`config.mk`:
```
export PLATFORM = sky130hd
export DESIGN_NAME = two_d_parity_frame_corrector_unit
export DESIGN_NICKNAME = d
export VERILOG_FILES = /design/src/rtl/tdpc_pkg.sv /design/src/rtl/tdpc_row_mem.sv /design/src/rtl/tdpc_check.sv /design/src/rtl/two_d_parity_frame_corrector_unit.sv
export SDC_FILE = /design/constraint.sdc
export NUM_CORES = 1
export LEC_CHECK = 0
export ABC_AREA = 1
export BUFFER_PORTS_ARGS = -buffer_cell sky130_fd_sc_hd__buf_4
export CAP_MARGIN = 10
export CORE_MARGIN = 5
export CORE_UTILIZATION = 62
export DETAILED_ROUTE_END_ITERATION = 10
export PLACE_DENSITY = 0.79
export RECOVER_POWER = 100
export REMOVE_ABC_BUFFERS = 1
export SYNTH_ARGS = -nofsm -noshare
export SYNTH_HDL_FRONTEND = slang
export SYNTH_SLANG_ARGS = --single-unit
```
`constraint.sdc`:
```
create_clock -name clk_i -period 7.8 [get_ports clk_i]
set_input_delay 1.56 -clock clk_i [delete_from_list [all_inputs] [get_ports clk_i]]
set_output_delay 1.56 -clock clk_i [all_outputs]
set_load 0.03 [all_outputs]
```
`src/rtl/tdpc_pkg.sv`:
```
// Shared types and constants for the two-dimensional parity frame corrector.
// Used by every module of the block; depends on nothing.
package tdpc_pkg;

  localparam int MaxRows  = 32;
  localparam int RowW     = 9;
  localparam int ByteW    = 8;
  localparam int AddrW    = $clog2(MaxRows);
  localparam int CountW   = $clog2(MaxRows + 1);
  localparam int ColW     = $clog2(RowW);
  localparam int BitSelW  = $clog2(ByteW);
  localparam int InDataW  = 16;
  localparam int OutDataW = 16;

  typedef enum logic [1:0] {
    STAT_CLEAN    = 2'd0,
    STAT_FIXED    = 2'd1,
    STAT_BAD      = 2'd2,
    STAT_OVERFLOW = 2'd3
  } status_e;

  typedef enum logic {
    S_COLLECT = 1'b0,
    S_DRAIN   = 1'b1
  } state_e;

  // Frame verdict, valid in the cycle the closing row is transferred.
  typedef struct packed {
    logic [CountW-1:0]  rows;
    status_e            status;
    logic               fix_en;
    logic [AddrW-1:0]   fix_idx;
    logic [BitSelW-1:0] fix_bit;
  } verdict_t;

  // Write request into the row store.
  typedef struct packed {
    logic             en;
    logic [AddrW-1:0] addr;
    logic [ByteW-1:0] data;
  } store_wr_t;

endpackage

```
`src/rtl/tdpc_row_mem.sv`:
```
// Row store of the parity frame corrector: one write port, one registered read port.
// Depends on tdpc_pkg.
module tdpc_row_mem
  import tdpc_pkg::*;
(
  input  logic             clk_i,
  input  store_wr_t        wr_i,
  input  logic             rd_en_i,
  input  logic [AddrW-1:0] rd_addr_i,
  output logic [ByteW-1:0] rd_data_o
);

  logic [ByteW-1:0] mem [MaxRows];
  logic [ByteW-1:0] rd_data_q;

  always_ff @(posedge clk_i) begin
    if (wr_i.en) begin
      mem[wr_i.addr] <= wr_i.data;
    end
  end

  always_ff @(posedge clk_i) begin
    if (rd_en_i) begin
      rd_data_q <= mem[rd_addr_i];
    end
  end

  assign rd_data_o = rd_data_q;

endmodule

```
`src/rtl/tdpc_check.sv`:
```
// Row and column parity tracking for one frame and the verdict on the closing row.
// Depends on tdpc_pkg.
module tdpc_check
  import tdpc_pkg::*;
(
  input  logic            clk_i,
  input  logic            rst_ni,
  input  logic            mode_i,
  input  logic            accept_i,
  input  logic            closing_i,
  input  logic [RowW-1:0] row_i,
  output store_wr_t       wr_o,
  output verdict_t        verdict_o
);

  logic [RowW-1:0]   acc_q, acc_d;
  logic [1:0]        wcnt_q, wcnt_d;
  logic [CountW-1:0] widx_q, widx_d;
  logic [CountW-1:0] rows_q, rows_d;
  logic              ovf_q, ovf_d;

  logic              row_flag;
  logic              full;
  logic [RowW-1:0]   acc_n;
  logic [1:0]        wcnt_n;
  logic [CountW-1:0] widx_n;
  logic [RowW-1:0]   flagged;
  logic [ColW:0]     cols;
  logic [ColW-1:0]   pos;
  status_e           status;

  assign row_flag = ((^row_i) == mode_i);
  assign full     = (rows_q >= CountW'(MaxRows));

  // The row being transferred, folded into the running checks.
  always_comb begin
    acc_n  = acc_q ^ row_i;
    wcnt_n = wcnt_q;
    widx_n = widx_q;
    if (row_flag) begin
      if (wcnt_q != 2'd2) begin
        wcnt_n = wcnt_q + 2'd1;
      end
      widx_n = rows_q;
    end
  end

  always_comb begin
    flagged = acc_n ^ {RowW{~mode_i}};
    cols    = '0;
    pos     = '0;
    for (int b = 0; b < RowW; b++) begin
      if (flagged[b]) begin
        cols = cols + (ColW+1)'(1);
        pos  = ColW'(b);
      end
    end
    if (ovf_q) begin
      status = STAT_OVERFLOW;
    end else if (wcnt_n == 2'd0 && cols == '0) begin
      status = STAT_CLEAN;
    end else if (wcnt_n == 2'd1 && cols == (ColW+1)'(1)) begin
      status = STAT_FIXED;
    end else begin
      status = STAT_BAD;
    end
  end

  // A hit on the closing row or the parity column changes nothing that is sent.
  always_comb begin
    verdict_o.rows    = rows_q;
    verdict_o.status  = status;
    verdict_o.fix_en  = (status == STAT_FIXED) && (widx_n < rows_q) && (pos != '0);
    verdict_o.fix_idx = widx_n[AddrW-1:0];
    verdict_o.fix_bit = BitSelW'(pos - ColW'(1));
  end

  always_comb begin
    wr_o.en   = accept_i && !closing_i && !full;
    wr_o.addr = rows_q[AddrW-1:0];
    wr_o.data = row_i[RowW-1:1];
  end

  always_comb begin
    acc_d  = acc_q;
    wcnt_d = wcnt_q;
    widx_d = widx_q;
    rows_d = rows_q;
    ovf_d  = ovf_q;
    if (accept_i) begin
      if (closing_i) begin
        acc_d  = '0;
        wcnt_d = '0;
        widx_d = '0;
        rows_d = '0;
        ovf_d  = 1'b0;
      end else if (full) begin
        ovf_d = 1'b1;
      end else begin
        acc_d  = acc_n;
        wcnt_d = wcnt_n;
        widx_d = widx_n;
        rows_d = rows_q + CountW'(1);
      end
    end
  end

  always_ff @(posedge clk_i or negedge rst_ni) begin
    if (!rst_ni) begin
      acc_q  <= '0;
      wcnt_q <= '0;
      widx_q <= '0;
      rows_q <= '0;
      ovf_q  <= 1'b0;
    end else begin
      acc_q  <= acc_d;
      wcnt_q <= wcnt_d;
      widx_q <= widx_d;
      rows_q <= rows_d;
      ovf_q  <= ovf_d;
    end
  end

endmodule

```
`src/rtl/two_d_parity_frame_corrector_unit.sv`:
```
// Two-dimensional parity frame corrector. Data rows are taken one per cycle while
// s_axis_tready is high and written to a 32-entry row store while row and column parity
// are tracked; the closing parity row starts a drain that reads the store back, one
// registered memory read and then a load of the output register per byte, with the next
// read issued only after that load; output stalls slow the drain. A closing row with no
// data rows sends a single no-data word instead. Input is held off during the drain.
// A single flagged bit is corrected on the way out of the store.
// Depends on tdpc_pkg, tdpc_check and tdpc_row_mem.
module two_d_parity_frame_corrector_unit
  import tdpc_pkg::*;
(
  input  logic                clk_i,
  input  logic                rst_ni,
  input  logic                cfg_we_i,
  input  logic                cfg_wdata_i,    // parity_mode
  input  logic                s_axis_tvalid,
  output logic                s_axis_tready,
  input  logic [InDataW-1:0]  s_axis_tdata,   // [8:0] row_bits, rest zero
  input  logic                s_axis_tlast,   // is_parity_row
  output logic                m_axis_tvalid,
  input  logic                m_axis_tready,
  output logic [OutDataW-1:0] m_axis_tdata,   // [7:0] data_byte, [9:8] status, rest zero
  output logic                m_axis_tlast,   // last_byte
  output logic                m_axis_tuser    // no_data
);

  logic mode_q;

  state_e state_q, state_d;
  logic [CountW-1:0]  k_q, k_d;
  logic [CountW-1:0]  n_q, n_d;
  status_e            stat_q, stat_d;
  logic               fix_en_q, fix_en_d;
  logic [AddrW-1:0]   fix_idx_q, fix_idx_d;
  logic [BitSelW-1:0] fix_bit_q, fix_bit_d;
  logic               rd_pend_q;
  logic [AddrW-1:0]   rd_idx_q;

  logic               out_valid_q;
  logic [ByteW-1:0]   out_byte_q;
  status_e            out_stat_q;
  logic               out_last_q;
  logic               out_nodata_q;

  logic             out_free;
  logic             in_acc;
  logic             closing;
  logic             rd_en;
  logic [ByteW-1:0] rd_data;
  logic [ByteW-1:0] fixed_byte;
  store_wr_t        wr;
  verdict_t         verdict;

  assign out_free      = !out_valid_q || m_axis_tready;
  assign s_axis_tready = (state_q == S_COLLECT) && !rd_pend_q && out_free;
  assign in_acc        = s_axis_tvalid && s_axis_tready;
  assign closing       = in_acc && s_axis_tlast;
  assign rd_en         = (state_q == S_DRAIN) && !rd_pend_q && out_free;

  always_ff @(posedge clk_i or negedge rst_ni) begin
    if (!rst_ni) begin
      mode_q <= 1'b1;
    end else if (cfg_we_i) begin
      mode_q <= cfg_wdata_i;
    end
  end

  tdpc_check u_check (
    .clk_i     (clk_i),
    .rst_ni    (rst_ni),
    .mode_i    (mode_q),
    .accept_i  (in_acc),
    .closing_i (s_axis_tlast),
    .row_i     (s_axis_tdata[RowW-1:0]),
    .wr_o      (wr),
    .verdict_o (verdict)
  );

  tdpc_row_mem u_mem (
    .clk_i     (clk_i),
    .wr_i      (wr),
    .rd_en_i   (rd_en),
    .rd_addr_i (k_q[AddrW-1:0]),
    .rd_data_o (rd_data)
  );

  always_comb begin
    state_d   = state_q;
    k_d       = k_q;
    n_d       = n_q;
    stat_d    = stat_q;
    fix_en_d  = fix_en_q;
    fix_idx_d = fix_idx_q;
    fix_bit_d = fix_bit_q;
    case (state_q)
      S_COLLECT: begin
        if (closing && verdict.rows != '0) begin
          state_d   = S_DRAIN;
          k_d       = '0;
          n_d       = verdict.rows;
          stat_d    = verdict.status;
          fix_en_d  = verdict.fix_en;
          fix_idx_d = verdict.fix_idx;
          fix_bit_d = verdict.fix_bit;
        end
      end
      S_DRAIN: begin
        if (rd_en) begin
          k_d = k_q + CountW'(1);
          if (k_q == n_q - CountW'(1)) begin
            state_d = S_COLLECT;
          end
        end
      end
      default: state_d = S_COLLECT;
    endcase
  end

  always_ff @(posedge clk_i or negedge rst_ni) begin
    if (!rst_ni) begin
      state_q   <= S_COLLECT;
      rd_pend_q <= 1'b0;
    end else begin
      state_q   <= state_d;
      rd_pend_q <= rd_en;
    end
  end

  always_ff @(posedge clk_i) begin
    k_q       <= k_d;
    n_q       <= n_d;
    stat_q    <= stat_d;
    fix_en_q  <= fix_en_d;
    fix_idx_q <= fix_idx_d;
    fix_bit_q <= fix_bit_d;
    if (rd_en) begin
      rd_idx_q <= k_q[AddrW-1:0];
    end
  end

  always_comb begin
    fixed_byte = rd_data;
    if (fix_en_q && rd_idx_q == fix_idx_q) begin
      fixed_byte[fix_bit_q] = ~rd_data[fix_bit_q];
    end
  end

  // A pending read always finds the output register free: it was issued only
  // when the register was empty or being taken.
  always_ff @(posedge clk_i or negedge rst_ni) begin
    if (!rst_ni) begin
      out_valid_q <= 1'b0;
    end else if (rd_pend_q || (closing && verdict.rows == '0)) begin
      out_valid_q <= 1'b1;
    end else if (m_axis_tready) begin
      out_valid_q <= 1'b0;
    end
  end

  always_ff @(posedge clk_i) begin
    if (rd_pend_q) begin
      out_byte_q   <= fixed_byte;
      out_stat_q   <= stat_q;
      out_last_q   <= ({1'b0, rd_idx_q} == n_q - CountW'(1));
      out_nodata_q <= 1'b0;
    end else if (closing && verdict.rows == '0) begin
      out_byte_q   <= '0;
      out_stat_q   <= verdict.status;
      out_last_q   <= 1'b1;
      out_nodata_q <= 1'b1;
    end
  end

  assign m_axis_tvalid = out_valid_q;
  assign m_axis_tdata  = {(OutDataW - ByteW - 2)'(0), out_stat_q, out_byte_q};
  assign m_axis_tlast  = out_last_q;
  assign m_axis_tuser  = out_nodata_q;

endmodule

```
==> results.cfg <==
[routing]
ant_nets = 0
viasPerCell = 6.09
routed_wl_um = 33600
drc = 0
drt_first_iter_violations = 1312
num_vias = 10200
firstDrtPassIters = 6
wire_per_inst_um = 20.1

[grt]
grt_pass1_vias = 9788
grt_antenna_before_repair = 0
grt_max_degree = 106
overflow = 0
grt_pass1_wl_um = 52900
track_usage_pct = 25.2

[yosys]
ys_ff_latch = 332
synthSimpleGateAreaFrac_pct = 15.0
yosysWarnings = 0
yosys.area_share.xor_xnor_pct = 2.46
synth_cell_types = 49
synthMuxAreaShare_pct = 0
synth_cells = 1315
synth-seq-area-share_pct = 65.8
avgSynthCellArea_um2 = 11.4
synth_top_family_by_area = simple AND/OR/NAND/NOR gates
synth_edf_count = 303
synth_ff_type = edfxtp_1
synth-compound-area-share_pct = 10.7
async_reset_ff_share_pct = 8.43
synth_fa_ha_area_share_pct = 1.76
syn_area_um2 = 14900

[cts]
clock_latency_ns = 0.51
cts_max_level = 2
clock-sinks = 332
post_cts_buffers = 0
clockRootBuffer = clkbuf_16
clkTransAtPathRegs_ns = 0.06
clk_path_buf_depth = 3
cts_resized = 0
hold_buffers = 0
cts_tree = built
cts_made_buffers = 34

[floorplan]
dieHeight_um = 165
core-area_um2 = 23600
num_rows = 56
start_util_pct = 63.2
die_w_um = 165
dieArea_um2 = 27300
io_pins = 43

[critical_path]
cp_max_fo = 36
cpLargestDelayFamily = simple AND/OR/NAND/NOR gates
cp-startpoint = s_axis_tdata[3]
startpoint_type = input pin
slowest_delay_ns = 1.20
critical_path.most_common_cell = nand2_1
crit_type = in -> reg
crit_buf_inv = 3
arrival_ns = 7.00
timing.rr.start = mode_q$_DFFE_PN1P_
cp.required_ns = 8.06
cp-end-kind = flip-flop
slowest_stage = clkbuf_1

[place]
dp_hpwl_um = 20300
pre_cts_ws_ns = 0.758
port_buffers = 29
gp_congestion = 0.869

[sta]
period_minus_slack_ns = 6.74
hold_viol_final = 0
setup_violations = 0
rsz0062_at_grt = no
finalWorstSetupSlack_ns = 1.06
tns_ns = 0
clock_skew_ns = 0.0102
max_slew.worst_pin.slew_ns = 4.50
maxSlewHeadroom_pct = -200
finalMaxSlewViolations = 516
max_freq_mhz = 148
fin_crit_sh_pct = 86.4

[power]
p_per_area_nw_per_um2 = 403
leakagePower_uw = 0.00578
ir_drop_v = 0.000327

[finish]
seq_area_um2 = 9820
fin_nets = 1375
area_growth_pct = 9.27
num_antenna_cells = 0
fillCellCount = 1676
layout-drive-gt1-share_pct = 9.33
multi_input_area_um2 = 4470

[worst_hold_path]
min_path_type = reg -> reg
worstHoldStart = m_axis_tuser$_SDFFE_PP0P_

[status]
status = finished, violations left
violations = max-capacitance violations, max-slew violations

[job]
cap_violations = 11
==> cells in the final DEF, fill, tap and decap left out, types with 3 or more instances in the layout <==
cell         n
xnor2_1     16
edfxtp_1   303
clkinv_1     5
nand4_1     11
clkbuf_16   36
a21oi_1     19
nand3_2     13
dfrtp_1     27
nand2_2     21
clkinv_2     3
o21ai_0    177
conb_1       6
o211ai_1     8
buf_4        8
nor2_1     196
clkbuf_1    38
inv_2        7
o221ai_1    25
nor3_1       7
bufinv_16    3
nand2_1    139
or2_2        3
nand3_1     62
ha_1        21
nor2_2       7
nand2_4      5
o22ai_1     46
xor2_1      25
nor4_1       3
nor2_4       4
inv_1       80
==> cell type report <==
| class | count | area share (%) |
|---|---|---|
| clock buffer | 46 | 5.87 |
| multi-input combinational | 831 | 27.4 |
| clock inverter | 10 | 0.790 |
| tap | 319 | 2.45 |
| inverter | 92 | 2.16 |
| timing repair buffer | 40 | 1.15 |
| sequential | 332 | 60.2 |
==> cells in the mapped netlist, types with 2 or more instances <==
| master | number | area, um^2 |
|---|---|---|
| edfxtp_1 | 303 | 9100 |
| nor2_1 | 196 | 736 |
| o21ai_0 | 176 | 881 |
| nand2_1 | 136 | 510 |
| inv_1 | 81 | 304 |
| nand3_1 | 61 | 305 |
| clkbuf_1 | 56 | 210 |
| o22ai_1 | 46 | 288 |
| dfrtp_1 | 27 | 676 |
| o221ai_1 | 25 | 219 |
| xor2_1 | 24 | 210 |
| nand2_2 | 23 | 144 |
| ha_1 | 21 | 263 |
| a21oi_1 | 19 | 95.1 |
| xnor2_1 | 16 | 140 |
| nand3_2 | 14 | 140 |
| nand4_1 | 11 | 68.8 |
| o211ai_1 | 8 | 60.1 |
| inv_2 | 7 | 26.3 |
| nor2_2 | 7 | 43.8 |
| nor3_1 | 7 | 35.0 |
| buf_4 | 6 | 45.0 |
| nand2_4 | 6 | 67.6 |
| nor2_4 | 4 | 45.0 |
| or2_1 | 4 | 25.0 |
| clkinv_1 | 3 | 11.3 |
| nor4_1 | 3 | 18.8 |
| or2_2 | 3 | 18.8 |
| nand3_4 | 2 | 35.0 |
==> flip-flops by register name (all words and copies together) (netlist names), 2 cells and up <==
signal / cells
u_mem.mem: 256
u_check.acc_q: 9
out_byte_q: 8
u_mem.rd_data_o: 8
k_q: 6
n_q: 6
u_check.rows_q: 6
u_check.widx_q: 6
fix_idx_q: 5
rd_idx_q: 5
fix_bit_q: 3
out_stat_q: 2
stat_q: 2
u_check.wcnt_q: 2
==> final timing paths <==
path                       slack (ns)  cells after the start                            to
max                              1.06                     29       out_stat_q[1]$_DFFE_PP_
min                              0.46                      2     m_axis_tuser$_SDFFE_PP0P_
max reg2reg                      1.84                     33       out_stat_q[1]$_DFFE_PP_
min reg2reg                      0.46                      2     m_axis_tuser$_SDFFE_PP0P_
max in group asynchronous        5.34                      1  u_check.acc_q[0]$_DFFE_PN0P_
min in group asynchronous        1.48                      1     m_axis_tvalid$_DFFE_PN0P_
==> metal layers <==
layer | part of all wire [%] | global-route usage, % | vias to the layer above | routed length (um)
li1 | - | - | 4695 | -
met1 | 40 | 35.1 | 4903 | 13400
met2 | 49 | 40.9 | 500 | 16400
met3 | 8.6 | 4.74 | 72 | 2900
met4 | 2.7 | 7.26 | 0 | 901
met5 | 0 | 0 | - | 0
==> through the flow <==
stage               utilization [%]  total power [uW]  instances  hold WS [ns]  instance area [um^2]
global placement               65.1              4870       1614         0.443                 15400
global route                   69.1              7000       1670         0.498                 16300
finish                         69.1              6580       1670         0.460                 16300
CTS                            69.7              6570       1670         0.455                 16500
detailed placement             65.1              4990       1614         0.446                 15400
floorplan                         -              4210       1255         0.450                 14700
==> power by group <==
group          internal (uW)  switching [uW]
sequential              2170             124
combinational            846            1840
clock                    958             636
==> logic make-up (layout without fill, tap and decap cells) <==
| logic type | Yosys count | in the layout |
|---|---|---|
| simple gates | 482 | 482 |
| flops | 332 | 332 |
| compound gates | 281 | 281 |
| buf+inv | 157 | 188 |
| xor+xnor | 41 | 41 |
| fa+ha+maj | 21 | 21 |
| other cells | 1 | 6 |
==> tightest hold or removal path, stage by stage (launching register included) <==
cell	delay, ns
dfxtp_1	0.31
inv_1	0.05
a21oi_1	0.05
(Power assumes the default switching activity.)
